==> config.mk <==
export PLATFORM = sky130hd
export DESIGN_NAME = accel_offset_calibrate_and_pitch
export DESIGN_NICKNAME = d
export VERILOG_FILES = /design/src/rtl/core/aocp_pkg.sv /design/src/rtl/core/aocp_div.sv /design/src/rtl/core/aocp_sqrt.sv /design/src/rtl/core/aocp_cordic.sv /design/src/rtl/core/accel_offset_calibrate_and_pitch.sv
export SDC_FILE = /design/constraint.sdc
export NUM_CORES = 2
export LEC_CHECK = 0
export BUFFER_PORTS_ARGS = -buffer_cell sky130_fd_sc_hd__buf_4
export CAP_MARGIN = 20
export CELL_PAD_IN_SITES_DETAIL_PLACEMENT = 0
export CELL_PAD_IN_SITES_GLOBAL_PLACEMENT = 1
export CORE_ASPECT_RATIO = 0.9
export CORE_MARGIN = 4
export CORE_UTILIZATION = 50
export DETAILED_ROUTE_END_ITERATION = 6
export PLACE_DENSITY = 0.86
export SYNTH_ARGS = -nofsm -noshare
export SYNTH_HDL_FRONTEND = slang
export SYNTH_SLANG_ARGS = --single-unit
==> constraint.sdc <==
create_clock -name clk -period 18.7 [get_ports clk]
set_input_delay 1.87 -clock clk [delete_from_list [all_inputs] [get_ports clk]]
set_output_delay 1.87 -clock clk [all_outputs]
set_load 0.05 [all_outputs]
==> src/rtl/core/aocp_pkg.sv <==
package aocp_pkg;

    localparam int SAMPLE_W  = 16;
    localparam int DIFF_W    = 17;
    localparam int SUM_W     = 24;
    localparam int SQ_W      = 34;
    localparam int RAD_W     = SQ_W + 16;
    localparam int ROOT_W    = RAD_W / 2;
    localparam int CRD_W     = 28;
    localparam int ANG_W     = 32;
    localparam int PITCH_W   = 16;
    localparam int SQ_CNT_W  = 6;
    localparam int PROD_W    = 49;
    localparam int SCALE_W   = 17;
    localparam int SHIFT_OUT = 30;
    localparam int QDIV_W    = PROD_W - SHIFT_OUT;
    localparam int FIVE_W    = 3;
    localparam int ATAN_IDX_W = 5;

    localparam logic [SCALE_W-1:0]  PITCH_SCALE = 17'd73344;
    localparam logic [PROD_W-1:0]   ROUND_HALF  = 49'd2684354560;
    localparam logic [FIVE_W-1:0]   DIV_FIVE    = 3'd5;
    localparam logic [QDIV_W-1:0]   PITCH_LIMIT = 19'd23042;

    typedef enum logic [3:0] {
        ST_IDLE,
        ST_CAL_START,
        ST_CAL_DIV,
        ST_SQUARE,
        ST_SQRT_START,
        ST_SQRT,
        ST_CORDIC,
        ST_SCALE,
        ST_DIV5_START,
        ST_DIV5,
        ST_FINISH
    } state_t;

    function automatic logic [ANG_W-1:0] atan_entry(input logic [ATAN_IDX_W-1:0] idx);
        logic [ANG_W-1:0] v;
        unique case (idx)
            5'd0:  v = 32'd843314856;
            5'd1:  v = 32'd497837829;
            5'd2:  v = 32'd263043836;
            5'd3:  v = 32'd133525158;
            5'd4:  v = 32'd67021686;
            5'd5:  v = 32'd33543515;
            5'd6:  v = 32'd16775850;
            5'd7:  v = 32'd8388437;
            5'd8:  v = 32'd4194282;
            5'd9:  v = 32'd2097149;
            5'd10: v = 32'd1048575;
            5'd11: v = 32'd524287;
            5'd12: v = 32'd262143;
            5'd13: v = 32'd131071;
            5'd14: v = 32'd65535;
            5'd15: v = 32'd32767;
            5'd16: v = 32'd16383;
            5'd17: v = 32'd8191;
            5'd18: v = 32'd4095;
            5'd19: v = 32'd2047;
            5'd20: v = 32'd1023;
            5'd21: v = 32'd511;
            5'd22: v = 32'd255;
            5'd23: v = 32'd127;
            default: v = '0;
        endcase
        return v;
    endfunction

endpackage

==> src/rtl/core/aocp_div.sv <==
module aocp_div
    import aocp_pkg::*;
#(
    parameter int DW = 24,
    parameter int VW = 9
)
(
    input  logic          clk,
    input  logic          rst_n,
    input  logic          start,
    input  logic [DW-1:0] dividend,
    input  logic [VW-1:0] divisor,
    output logic [DW-1:0] quotient,
    output logic          done
);

    localparam int CW = $clog2(DW + 1);

    logic          busy_reg, busy_next;
    logic          done_reg, done_next;
    logic [CW-1:0] cnt_reg, cnt_next;
    logic [VW-1:0] rem_reg, rem_next;
    logic [DW-1:0] quo_reg, quo_next;
    logic [VW:0]   trial;
    logic [VW:0]   diff;

    always_comb
    begin
        trial     = {rem_reg, quo_reg[DW-1]};
        diff      = trial - {1'b0, divisor};
        busy_next = busy_reg;
        done_next = 1'b0;
        cnt_next  = cnt_reg;
        rem_next  = rem_reg;
        quo_next  = quo_reg;
        if (start)
        begin
            busy_next = 1'b1;
            cnt_next  = CW'(DW);
            rem_next  = '0;
            quo_next  = dividend;
        end
        else if (busy_reg)
        begin
            // shift one dividend bit in, one quotient bit out
            if (trial >= {1'b0, divisor})
            begin
                rem_next = diff[VW-1:0];
                quo_next = {quo_reg[DW-2:0], 1'b1};
            end
            else
            begin
                rem_next = trial[VW-1:0];
                quo_next = {quo_reg[DW-2:0], 1'b0};
            end
            cnt_next = cnt_reg - 1'b1;
            if (cnt_reg == CW'(1))
            begin
                busy_next = 1'b0;
                done_next = 1'b1;
            end
        end
    end

    always_ff @(posedge clk or negedge rst_n)
    begin
        if (!rst_n)
        begin
            busy_reg <= 1'b0;
            done_reg <= 1'b0;
            cnt_reg  <= '0;
        end
        else
        begin
            busy_reg <= busy_next;
            done_reg <= done_next;
            cnt_reg  <= cnt_next;
        end
    end

    always_ff @(posedge clk)
    begin
        rem_reg <= rem_next;
        quo_reg <= quo_next;
    end

    assign quotient = quo_reg;
    assign done     = done_reg;

endmodule

==> src/rtl/core/aocp_sqrt.sv <==
module aocp_sqrt
    import aocp_pkg::*;
(
    input  logic              clk,
    input  logic              rst_n,
    input  logic              start,
    input  logic [RAD_W-1:0]  radicand,
    output logic [ROOT_W-1:0] root,
    output logic              done
);

    localparam int CW = $clog2(ROOT_W + 1);

    logic              busy_reg, busy_next;
    logic              done_reg, done_next;
    logic [CW-1:0]     cnt_reg, cnt_next;
    logic [RAD_W-1:0]  rad_reg, rad_next;
    logic [ROOT_W:0]   rem_reg, rem_next;
    logic [ROOT_W-1:0] root_reg, root_next;
    logic [ROOT_W+2:0] part;
    logic [ROOT_W+2:0] trial;
    logic [ROOT_W+2:0] diff;

    always_comb
    begin
        part      = {rem_reg, rad_reg[RAD_W-1:RAD_W-2]};
        trial     = {1'b0, root_reg, 2'b01};
        diff      = part - trial;
        busy_next = busy_reg;
        done_next = 1'b0;
        cnt_next  = cnt_reg;
        rad_next  = rad_reg;
        rem_next  = rem_reg;
        root_next = root_reg;
        if (start)
        begin
            busy_next = 1'b1;
            cnt_next  = CW'(ROOT_W);
            rad_next  = radicand;
            rem_next  = '0;
            root_next = '0;
        end
        else if (busy_reg)
        begin
            // take two radicand bits, settle one root bit
            rad_next = {rad_reg[RAD_W-3:0], 2'b00};
            if (part >= trial)
            begin
                rem_next  = diff[ROOT_W:0];
                root_next = {root_reg[ROOT_W-2:0], 1'b1};
            end
            else
            begin
                rem_next  = part[ROOT_W:0];
                root_next = {root_reg[ROOT_W-2:0], 1'b0};
            end
            cnt_next = cnt_reg - 1'b1;
            if (cnt_reg == CW'(1))
            begin
                busy_next = 1'b0;
                done_next = 1'b1;
            end
        end
    end

    always_ff @(posedge clk or negedge rst_n)
    begin
        if (!rst_n)
        begin
            busy_reg <= 1'b0;
            done_reg <= 1'b0;
            cnt_reg  <= '0;
        end
        else
        begin
            busy_reg <= busy_next;
            done_reg <= done_next;
            cnt_reg  <= cnt_next;
        end
    end

    always_ff @(posedge clk)
    begin
        rad_reg  <= rad_next;
        rem_reg  <= rem_next;
        root_reg <= root_next;
    end

    assign root = root_reg;
    assign done = done_reg;

endmodule

==> src/rtl/core/aocp_cordic.sv <==
module aocp_cordic
    import aocp_pkg::*;
#(
    parameter int STEPS = 16
)
(
    input  logic                    clk,
    input  logic                    rst_n,
    input  logic                    start,
    input  logic signed [CRD_W-1:0] x0,
    input  logic signed [CRD_W-1:0] y0,
    output logic signed [ANG_W-1:0] angle,
    output logic                    done
);

    localparam int STEP_W = $clog2(STEPS);

    logic                    busy_reg, busy_next;
    logic                    done_reg, done_next;
    logic [STEP_W-1:0]       idx_reg, idx_next;
    logic signed [CRD_W-1:0] x_reg, x_next;
    logic signed [CRD_W-1:0] y_reg, y_next;
    logic signed [ANG_W-1:0] z_reg, z_next;
    logic signed [CRD_W-1:0] xs;
    logic signed [CRD_W-1:0] ys;
    logic signed [ANG_W-1:0] ang;

    always_comb
    begin
        xs        = x_reg >>> idx_reg;
        ys        = y_reg >>> idx_reg;
        ang       = signed'(atan_entry(ATAN_IDX_W'(idx_reg)));
        busy_next = busy_reg;
        done_next = 1'b0;
        idx_next  = idx_reg;
        x_next    = x_reg;
        y_next    = y_reg;
        z_next    = z_reg;
        if (start)
        begin
            busy_next = 1'b1;
            idx_next  = '0;
            x_next    = x0;
            y_next    = y0;
            z_next    = '0;
        end
        else if (busy_reg)
        begin
            // rotate toward y = 0
            if (y_reg > 0)
            begin
                x_next = x_reg + ys;
                y_next = y_reg - xs;
                z_next = z_reg + ang;
            end
            else
            begin
                x_next = x_reg - ys;
                y_next = y_reg + xs;
                z_next = z_reg - ang;
            end
            idx_next = idx_reg + 1'b1;
            if (idx_reg == STEP_W'(STEPS - 1))
            begin
                busy_next = 1'b0;
                done_next = 1'b1;
            end
        end
    end

    always_ff @(posedge clk or negedge rst_n)
    begin
        if (!rst_n)
        begin
            busy_reg <= 1'b0;
            done_reg <= 1'b0;
            idx_reg  <= '0;
        end
        else
        begin
            busy_reg <= busy_next;
            done_reg <= done_next;
            idx_reg  <= idx_next;
        end
    end

    always_ff @(posedge clk)
    begin
        x_reg <= x_next;
        y_reg <= y_next;
        z_reg <= z_next;
    end

    assign angle = z_reg;
    assign done  = done_reg;

endmodule

==> src/rtl/core/accel_offset_calibrate_and_pitch.sv <==
// Accelerometer offset calibration and pitch. Each beat carries x, y, z and a
// mode bit and yields exactly one result beat. A calibration beat adds the
// sample to running sums; the beat that completes CAL_SAMPLES of them also
// divides the three 24-bit sums by CAL_SAMPLES in bit-serial dividers. A
// measure beat subtracts the offsets and runs the bit-serial units in turn:
// squaring, square root, CORDIC and the divide by five of the degree scaling.
// Pitch is in 1/256 degree, saturated to +/-23042, and 0 when the corrected
// sample is all zero. One beat is in flight at a time; a finished result
// waits in the output register while the next beat is taken.
module accel_offset_calibrate_and_pitch
    import aocp_pkg::*;
#(
    parameter int CAL_SAMPLES  = 100,
    parameter int CORDIC_STEPS = 16
)
(
    input  logic                      clk,
    input  logic                      rst_n,
    input  logic                      in_valid,
    output logic                      in_stall,
    input  logic                      mode,
    input  logic signed [SAMPLE_W-1:0] accel_x,
    input  logic signed [SAMPLE_W-1:0] accel_y,
    input  logic signed [SAMPLE_W-1:0] accel_z,
    output logic                      out_valid,
    input  logic                      out_stall,
    output logic signed [PITCH_W-1:0] pitch,
    output logic                      pitch_valid,
    output logic                      calibration_done
);

    localparam int CNT_W = (CAL_SAMPLES > 1) ? $clog2(CAL_SAMPLES) : 1;
    localparam int DIV_W = $clog2(CAL_SAMPLES + 1);
    localparam logic [DIV_W-1:0] CAL_DIVISOR = DIV_W'(CAL_SAMPLES);
    localparam logic [CNT_W-1:0] CNT_LAST    = CNT_W'(CAL_SAMPLES - 1);

    state_t state_reg, state_next;

    logic in_accept;
    logic out_load;

    logic [CNT_W-1:0]        count_reg;
    logic signed [SUM_W-1:0] sum_x_reg, sum_y_reg, sum_z_reg;
    logic signed [SAMPLE_W-1:0] off_x_reg, off_y_reg, off_z_reg;
    logic                    neg_x_reg, neg_y_reg, neg_z_reg;

    logic signed [DIFF_W-1:0] rx_reg, ry_reg, rz_reg;
    logic signed [DIFF_W-1:0] dx, dy, dz;
    logic [DIFF_W-1:0]        mag_y, mag_z;
    logic [SQ_W-1:0]          mcand_reg;
    logic [DIFF_W-1:0]        mplier_reg;
    logic [SQ_W-1:0]          acc_reg;
    logic [SQ_CNT_W-1:0]      sq_cnt_reg;

    logic [ANG_W-1:0]  ang_mag;
    logic              ang_neg_reg;
    logic [PROD_W-1:0] prod_reg;
    logic [PROD_W-1:0] rounded;

    logic signed [PITCH_W-1:0] res_pitch_reg;
    logic                      res_pv_reg, res_cd_reg;
    logic                      out_valid_reg;
    logic signed [PITCH_W-1:0] pitch_reg;
    logic                      pv_reg, cd_reg;

    logic             cal_start, sqrt_start, cordic_start, div5_start;
    logic [SUM_W-1:0] mag_sx, mag_sy, mag_sz;
    logic [SUM_W-1:0] qx, qy, qz;
    logic             qx_done, qy_done, qz_done;
    logic [ROOT_W-1:0] root;
    logic             sqrt_done;
    logic signed [CRD_W-1:0] cx0, cy0;
    logic signed [ANG_W-1:0] angle;
    logic             cordic_done;
    logic [QDIV_W-1:0] q5;
    logic             q5_done;
    logic [QDIV_W-1:0] q5_sat;
    logic signed [PITCH_W-1:0] q5_pitch;

    assign in_accept = in_valid && !in_stall;
    assign in_stall  = (state_reg != ST_IDLE);
    assign out_load  = (state_reg == ST_FINISH) && (!out_valid_reg || !out_stall);

    assign dx = DIFF_W'(accel_x) - DIFF_W'(off_x_reg);
    assign dy = DIFF_W'(accel_y) - DIFF_W'(off_y_reg);
    assign dz = DIFF_W'(accel_z) - DIFF_W'(off_z_reg);

    assign mag_y = ry_reg[DIFF_W-1] ? DIFF_W'(-ry_reg) : DIFF_W'(ry_reg);
    assign mag_z = rz_reg[DIFF_W-1] ? DIFF_W'(-rz_reg) : DIFF_W'(rz_reg);

    assign mag_sx = sum_x_reg[SUM_W-1] ? SUM_W'(-sum_x_reg) : SUM_W'(sum_x_reg);
    assign mag_sy = sum_y_reg[SUM_W-1] ? SUM_W'(-sum_y_reg) : SUM_W'(sum_y_reg);
    assign mag_sz = sum_z_reg[SUM_W-1] ? SUM_W'(-sum_z_reg) : SUM_W'(sum_z_reg);

    assign cx0 = CRD_W'(root);
    assign cy0 = -CRD_W'({{(CRD_W - DIFF_W - 8){rx_reg[DIFF_W-1]}}, rx_reg, 8'h00});

    assign ang_mag = angle[ANG_W-1] ? ANG_W'(-angle) : ANG_W'(angle);
    assign rounded = prod_reg + ROUND_HALF;

    assign q5_sat   = (q5 > PITCH_LIMIT) ? PITCH_LIMIT : q5;
    assign q5_pitch = ang_neg_reg ? -PITCH_W'(q5_sat) : PITCH_W'(q5_sat);

    aocp_div #(.DW(SUM_W), .VW(DIV_W)) u_div_x (
        .clk(clk), .rst_n(rst_n), .start(cal_start), .dividend(mag_sx),
        .divisor(CAL_DIVISOR), .quotient(qx), .done(qx_done)
    );
    aocp_div #(.DW(SUM_W), .VW(DIV_W)) u_div_y (
        .clk(clk), .rst_n(rst_n), .start(cal_start), .dividend(mag_sy),
        .divisor(CAL_DIVISOR), .quotient(qy), .done(qy_done)
    );
    aocp_div #(.DW(SUM_W), .VW(DIV_W)) u_div_z (
        .clk(clk), .rst_n(rst_n), .start(cal_start), .dividend(mag_sz),
        .divisor(CAL_DIVISOR), .quotient(qz), .done(qz_done)
    );

    aocp_sqrt u_sqrt (
        .clk(clk), .rst_n(rst_n), .start(sqrt_start),
        .radicand({acc_reg, 16'h0000}), .root(root), .done(sqrt_done)
    );

    aocp_cordic #(.STEPS(CORDIC_STEPS)) u_cordic (
        .clk(clk), .rst_n(rst_n), .start(cordic_start), .x0(cx0), .y0(cy0),
        .angle(angle), .done(cordic_done)
    );

    aocp_div #(.DW(QDIV_W), .VW(FIVE_W)) u_div5 (
        .clk(clk), .rst_n(rst_n), .start(div5_start),
        .dividend(rounded[PROD_W-1:SHIFT_OUT]), .divisor(DIV_FIVE),
        .quotient(q5), .done(q5_done)
    );

    always_comb
    begin
        state_next   = state_reg;
        cal_start    = 1'b0;
        sqrt_start   = 1'b0;
        cordic_start = 1'b0;
        div5_start   = 1'b0;
        unique case (state_reg)
            ST_IDLE:
            begin
                if (in_accept)
                begin
                    if (mode)
                        state_next = (count_reg == CNT_LAST) ? ST_CAL_START : ST_FINISH;
                    else if (dx == '0 && dy == '0 && dz == '0)
                        state_next = ST_FINISH;
                    else
                        state_next = ST_SQUARE;
                end
            end
            ST_CAL_START:
            begin
                cal_start  = 1'b1;
                state_next = ST_CAL_DIV;
            end
            ST_CAL_DIV:
            begin
                if (qx_done && qy_done && qz_done)
                    state_next = ST_FINISH;
            end
            ST_SQUARE:
            begin
                if (sq_cnt_reg == SQ_CNT_W'(2 * DIFF_W - 1))
                    state_next = ST_SQRT_START;
            end
            ST_SQRT_START:
            begin
                sqrt_start = 1'b1;
                state_next = ST_SQRT;
            end
            ST_SQRT:
            begin
                if (sqrt_done)
                begin
                    cordic_start = 1'b1;
                    state_next   = ST_CORDIC;
                end
            end
            ST_CORDIC:
            begin
                if (cordic_done)
                    state_next = ST_SCALE;
            end
            ST_SCALE:
            begin
                state_next = ST_DIV5_START;
            end
            ST_DIV5_START:
            begin
                div5_start = 1'b1;
                state_next = ST_DIV5;
            end
            ST_DIV5:
            begin
                if (q5_done)
                    state_next = ST_FINISH;
            end
            ST_FINISH:
            begin
                if (out_load)
                    state_next = ST_IDLE;
            end
            default:
            begin
                state_next = ST_IDLE;
            end
        endcase
    end

    always_ff @(posedge clk or negedge rst_n)
    begin
        if (!rst_n)
        begin
            state_reg     <= ST_IDLE;
            out_valid_reg <= 1'b0;
            count_reg     <= '0;
            sum_x_reg     <= '0;
            sum_y_reg     <= '0;
            sum_z_reg     <= '0;
            off_x_reg     <= '0;
            off_y_reg     <= '0;
            off_z_reg     <= '0;
        end
        else
        begin
            state_reg <= state_next;
            if (out_load)
                out_valid_reg <= 1'b1;
            else if (!out_stall)
                out_valid_reg <= 1'b0;

            if (in_accept && mode)
            begin
                sum_x_reg <= sum_x_reg + SUM_W'(accel_x);
                sum_y_reg <= sum_y_reg + SUM_W'(accel_y);
                sum_z_reg <= sum_z_reg + SUM_W'(accel_z);
                count_reg <= (count_reg == CNT_LAST) ? '0 : count_reg + 1'b1;
            end
            else if (state_reg == ST_CAL_DIV && qx_done)
            begin
                off_x_reg <= neg_x_reg ? -SAMPLE_W'(qx) : SAMPLE_W'(qx);
                off_y_reg <= neg_y_reg ? -SAMPLE_W'(qy) : SAMPLE_W'(qy);
                off_z_reg <= neg_z_reg ? -SAMPLE_W'(qz) : SAMPLE_W'(qz);
                sum_x_reg <= '0;
                sum_y_reg <= '0;
                sum_z_reg <= '0;
            end
        end
    end

    always_ff @(posedge clk)
    begin
        if (cal_start)
        begin
            neg_x_reg <= sum_x_reg[SUM_W-1];
            neg_y_reg <= sum_y_reg[SUM_W-1];
            neg_z_reg <= sum_z_reg[SUM_W-1];
        end

        if (in_accept)
        begin
            rx_reg        <= dx;
            ry_reg        <= dy;
            rz_reg        <= dz;
            res_pitch_reg <= '0;
            res_pv_reg    <= !mode;
            res_cd_reg    <= 1'b0;
            acc_reg       <= '0;
            sq_cnt_reg    <= '0;
        end

        // square |ry| then |rz|, one multiplier bit per cycle
        if (in_accept)
        begin
            mcand_reg  <= SQ_W'(dy[DIFF_W-1] ? DIFF_W'(-dy) : DIFF_W'(dy));
            mplier_reg <= dy[DIFF_W-1] ? DIFF_W'(-dy) : DIFF_W'(dy);
        end
        else if (state_reg == ST_SQUARE)
        begin
            if (mplier_reg[0])
                acc_reg <= acc_reg + mcand_reg;
            sq_cnt_reg <= sq_cnt_reg + 1'b1;
            if (sq_cnt_reg == SQ_CNT_W'(DIFF_W - 1))
            begin
                mcand_reg  <= SQ_W'(mag_z);
                mplier_reg <= mag_z;
            end
            else
            begin
                mcand_reg  <= {mcand_reg[SQ_W-2:0], 1'b0};
                mplier_reg <= {1'b0, mplier_reg[DIFF_W-1:1]};
            end
        end

        if (state_reg == ST_CAL_DIV)
            res_cd_reg <= 1'b1;

        if (state_reg == ST_SCALE)
        begin
            prod_reg    <= PROD_W'(ang_mag) * PROD_W'(PITCH_SCALE);
            ang_neg_reg <= angle[ANG_W-1];
        end

        if (state_reg == ST_DIV5 && q5_done)
            res_pitch_reg <= q5_pitch;

        if (out_load)
        begin
            pitch_reg <= res_pitch_reg;
            pv_reg    <= res_pv_reg;
            cd_reg    <= res_cd_reg;
        end
    end

    assign out_valid        = out_valid_reg;
    assign pitch            = pitch_reg;
    assign pitch_valid      = pv_reg;
    assign calibration_done = cd_reg;

endmodule
## Word-level counts from Yosys, hierarchy flattened

Memory sizes are Yosys's and may differ from the RTL's.
Index checks and enable logic that the tools add are counted.

- $add $sub $neg: 38
- Multiply operators: 1
- Div/mod/pow operators: 0
- Order comparisons: 7
- Equality and inequality tests: 27
- Shifts and indexed selects: 2
- Muxes and demuxes: 125
- Bitwise logic cells: 1
- Reduce and logical (&&, ||, !) cells: 30

Operator list:

| operator | count |
|---|---|
| $mux 24 | 13 |
| $mux 34 | 8 |
| $mux 16 | 7 |
| $mux 28 | 4 |
| $mux 50 | 2 |
| $mux 17 | 5 |
| $add 24x16->24 | 3 |
| $neg 24->24 | 3 |
| $mux 32 | 2 |
| $neg 16->16 | 4 |
| $add 28x28->28 | 2 |
| $sshr 28x4->28 | 2 |
| $sub 28x28->28 | 2 |
| $logic_not 17->1 | 3 |
| $sub 16x16->17 | 3 |
| $mux 25 | 2 |
| $mux 5 | 10 |
| $add 49x32->49 const B | 1 |
| $mux 1 | 48 |
| $mux 4 | 12 |
| $pmux 4 s11 | 1 |
| $mul 32x10->42 const B | 1 |
| $mux 19 | 2 |
| $add 34x34->34 | 1 |
| other kinds (40) | 90 |

- Flip-flop bits (word level): 668
- Latch bits: 0
- RAM bits: 0
- ROM bits: 480
- Output and inout bits: 20
- Logic and storage cells: 291
- Memories: 1

Memory list:

| memory | words | width | rd ports | clocked after memory_dff | write ports | line | source |
|---|---|---|---|---|---|---|---|
| (no name shown) | 16 | 30 | 1 | 0 | 0 | aocp_pkg.sv:41 | `unique case (idx)` |

## Longest topological paths before layout

- Word-level depth: 8
- Mapped depth: 31
- Mapped depth without buffers: 30

## Hierarchy

From an unflattened synthesis, not the netlist that was laid out.

- Cell total of the unflattened synthesis: 6080
- Area total of the unflattened synthesis: 56137.6 um^2

By module, submodules not included:

| module | times used | cells each | area each (um^2) | seq. area each (um^2) |
|---|---|---|---|---|
| accel_offset_calibrate_and_pitch | 1 | 3288 | 28915.2 | 8448.1 |
| aocp_cordic | 1 | 1562 | 13462.9 | 2472.4 |
| aocp_div at u_div_x ... | 3 | 185 | 2162.1 | 1036.0 |
| aocp_sqrt | 1 | 570 | 5874.4 | 2697.6 |
| aocp_div at u_div5 | 1 | 105 | 1398.8 | 805.8 |

## Least setup slack after synthesis

OpenSTA, ideal clock, no wires.

- Kind: register to register
- Start: reg u_cordic.z_reg[0], in the netlist u_cordic.angle[0]
- End: reg prod_reg[48], data pin
- Library setup time: 0.257 ns
- Arrival time: 7.403 ns
- Slack: 11.040 ns
- Cell stages (with the launch flop): 31
- Buffers on the path: 1
- Period minus slack after synthesis: 7.660 ns
- Cells stage by stage: dfxtp_1 > buf_6 > inv_1 > ha_1 > nand2_1 > or3_1 > or2_1 > or4_1 > or3_1 > or3_1 > or3_1 > o21ai_1 > xnor2_1 > ha_1 > fa_1 > fa_1 > fa_1 > inv_1 > fa_1 > inv_1 > ha_1 > or3_1 > o21ai_0 > a21oi_1 > a31oi_1 > a21oi_1 > or3_1 > o2111ai_1 > a211oi_1 > o21ai_0 > nand2b_1

- Cells in the longest elaborated chain, start to end: 3

RTL lines:

| item | line | source |
|---|---|---|
| from (decl) | aocp_cordic.sv:23 | `logic signed [ANG_W-1:0] z_reg, z_next;` |
| from (signal assigned) | aocp_cordic.sv:91 | `z_reg <= z_next;` |
| $neg 32->32 | accel_offset_calibrate_and_pitch.sv:98 | `assign ang_mag = angle[ANG_W-1] ? ANG_W'(-angle) : ANG_W'(angle);` |
| $mux 32 (*) | accel_offset_calibrate_and_pitch.sv:98 |  |
| $mul 32x10->42 (*) | accel_offset_calibrate_and_pitch.sv:302 | `prod_reg <= PROD_W'(ang_mag) * PROD_W'(PITCH_SCALE);` |
| to (signal assigned) | accel_offset_calibrate_and_pitch.sv:302 |  |
| to (decl) | accel_offset_calibrate_and_pitch.sv:57 | `logic [PROD_W-1:0] prod_reg;` |

Mark *: on every way between the ends. The rest lies on a longest branch, timed or not.
A chain may end at the register's enable or synchronous reset.

## Worst setup path in the final report

Ends and elaborated chain as after synthesis.

==> flow_summary.ini <==
[clocking]
cts_inserted_buffers = 76
holdBufCountCts = 0
cts_tree = yes
ctsHtreeMaxLevel = 3
clk_path_buf_depth = 3
cts-root-buf = clkbuf_16
post_cts_resized = 0
clock_latency_ns = 0.64
cts_sinks = 646
postCtsSetupBuffers = 0
path_clk_slew_ns = 0.06

[floorplanning]
rows = 111
die_width_um = 346
io_pins = 73
core_sq_mm = 0.102
die_h_um = 312
start_util_pct = 50.5
die-area_sq_mm = 0.108

[detailed_routing]
routed_via_density = 5.72
dr.pass1.iters = 6
drc = 0
num_vias = 40800
routed_wl_um = 126000
drt_iter0_markers = 2920
postRouteAntennaNets = 0
wl_per_cell_um = 17.6

[placed_design]
dpl.cell_count = 6992
dp_hpwl_um = 93500
place.gp.congestion = 0.919
io_buffer_count = 72

[layout]
syn_to_final_growth_pct = 8.27
stdcell_count = 7134
num_antenna_cells = 0
fin_util_pct = 54.6
drive_gt1_share_pct = 6.21
finish.net_count = 6315

[worst_hold_path]
holdPathStages = 0
hold_path.class = flop to flop
hold_path_end = pitch[15]
holdCritStartpoint = res_pitch_reg[15]

[timing]
rsz0062_at_grt = no
fin_tns_setup_ns = 0
finalHoldViolCount = 0
finalSetupViolCount = 0
fmax_mhz = 119
max_slew_margin_pct = 19.0
final.setup_skew_ns = 0.0253
finalMaxSlewViolations = 0
tightest_slew_ns = 1.21
fin_crit_sh_pct = 44.8
period_minus_slack_ns = 8.38

[worst_setup_path]
critical_path_arrival_ns = 8.77
endpoint_kind = flop
critPathRequiredTime_ns = 19.09
reg2regPathDepth = 29
cp_common_cell = or3_1
ff2ff_setup_slack_ns = 10.32
r2r-end = prod_reg[48]
critPathKind = flop to flop
path_max_fanout = 9
critPathSlowestCell = fa_1
cpPeakStageDelay_ns = 0.56
worstReg2RegStart = u_cordic.angle[0]
start_kind = flop

[synth]
synth_area_leaders = edfxtp_1 (19%), ha_1 (10%), dfrtp_1 (8.4%)
postSynthAreaPerCell_sq_um = 8.96
synthArstFlopShare_pct = 26.8
synth_edf_count = 322
yosysMostFrequentCell = nand2_1
synth_warnings = 0
synth_ff_type = edfxtp_1
yosysUniqueCellTypes = 94
synthCells = 5739
yosysSeqAreaShare_pct = 33.1
synth_common_cells = nand2_1 (681), o21ai_0 (508), ha_1 (424), inv_1 (410), nor2_1 (409)
synth_area_sq_mm = 0.0514
synth_top_cell_area_share_pct = 18.8
ys_seq_elements = 646
yosysTopAreaCell = edfxtp_1
syn-num-nets = 6339

[grt]
grt_pass1_wl_um = 204000
antenna_found_initial = 0
grt.overflow.total = 0
grt_pass1_vias = 38200
grt_max_degree = 94
grt.total_usage_pct = 22.7

[power]
power.density_mw_per_mm2 = 168
ir_worst_vdd_uv = 81.9
p_leak_nw = 24.5
total_power_mw = 9.37

[run_status]
outcome = finished, final reports clean

[flow_run]
cap_violations = 0
routing by layer:
layer | global-route usage (%) | share of wire (%) | up-vias
met5 | 0 | 0 | -
met1 | 33.5 | 49 | 19400
met4 | 5.16 | 1.7 | 0
met2 | 35.2 | 44 | 949
li1 | - | - | 20400
met3 | 3.60 | 5.8 | 138
how the worst max path moves through the flow:
stage	start	end	slack, ns	cells past startpoint
CTS	u_cordic.angle[0]	prod_reg[48]	10.33	29
detailed placement	u_cordic.angle[0]	prod_reg[48]	10.36	29
global placement	u_cordic.angle[0]	prod_reg[48]	10.49	29
floorplan	u_cordic.angle[0]	prod_reg[48]	11.04	30
global route	u_cordic.angle[0]	prod_reg[48]	9.76	29
finish	u_cordic.angle[0]	prod_reg[48]	10.32	29
placed cells by master (no fill, tap or decap), drive strengths merged, types with 134 or more instances in the layout:
cell type  synthesis  layout
xnor2            304     304
xor2             223     223
o21ai            518     518
dfxtp            151     151
ha               424     424
edfxtp           322     322
mux2i            134     134
inv              416     421
a21oi            379     379
nand2            681     681
nor2             410     410
dfrtp            173     173
nand3            148     148
where the power goes:
| part | leakage [nW] | internal [mW] | switching [mW] |
|---|---|---|---|
| Clock | 1.21 | 0.883 | 0.622 |
| Combinational | 16.7 | 2.16 | 2.94 |
| Sequential | 6.54 | 2.22 | 0.545 |
| Total | 24.5 | 5.26 | 4.11 |
stage by stage:
step           hold slack, ns  setup WS, ns  cell area (sq um)
5_1_grt                 0.423          9.76              55700
2_1_floorplan           0.400         11.04              51400
6_report                0.419         10.32              55700
4_1_cts                 0.421         10.33              55700
3_5_place_dp            0.405         10.36              53200
3_3_place_gp            0.404         10.49              53200
final cells by class:
cell class / count / area, sq um
clock inverter: 29 / 318
sequential: 646 / 17000
multi-input combinational: 4461 / 32000
inverter: 418 / 1570
clock buffer: 112 / 2180
timing repair buffer: 112 / 858
tap: 1356 / 1700
fill: 9307 / 46300
kinds of logic (layout without fill, tap and decap cells):
group,count (synthesis),in the layout,synth area share [%]
fa+ha+maj,547,547,15.1
flops,646,646,33.1
buf+inv,632,671,4.75
mux,209,209,5.57
xor+xnor,527,527,8.97
simple gates,1766,1766,16.0
compound gates,1412,1412,16.5
critical path: cells and delay by family, from the launching register on:
family,cells,cell delay [ns]
AO/OA/AOI/OAI,8,1.22
buffers and inverters,3,0.24
flip-flops,1,0.41
AND/OR/NAND/NOR,10,3.08
adder cells (fa/ha/maj),7,2.94
XOR/XNOR,1,0.25
(Power assumes the default switching activity.)
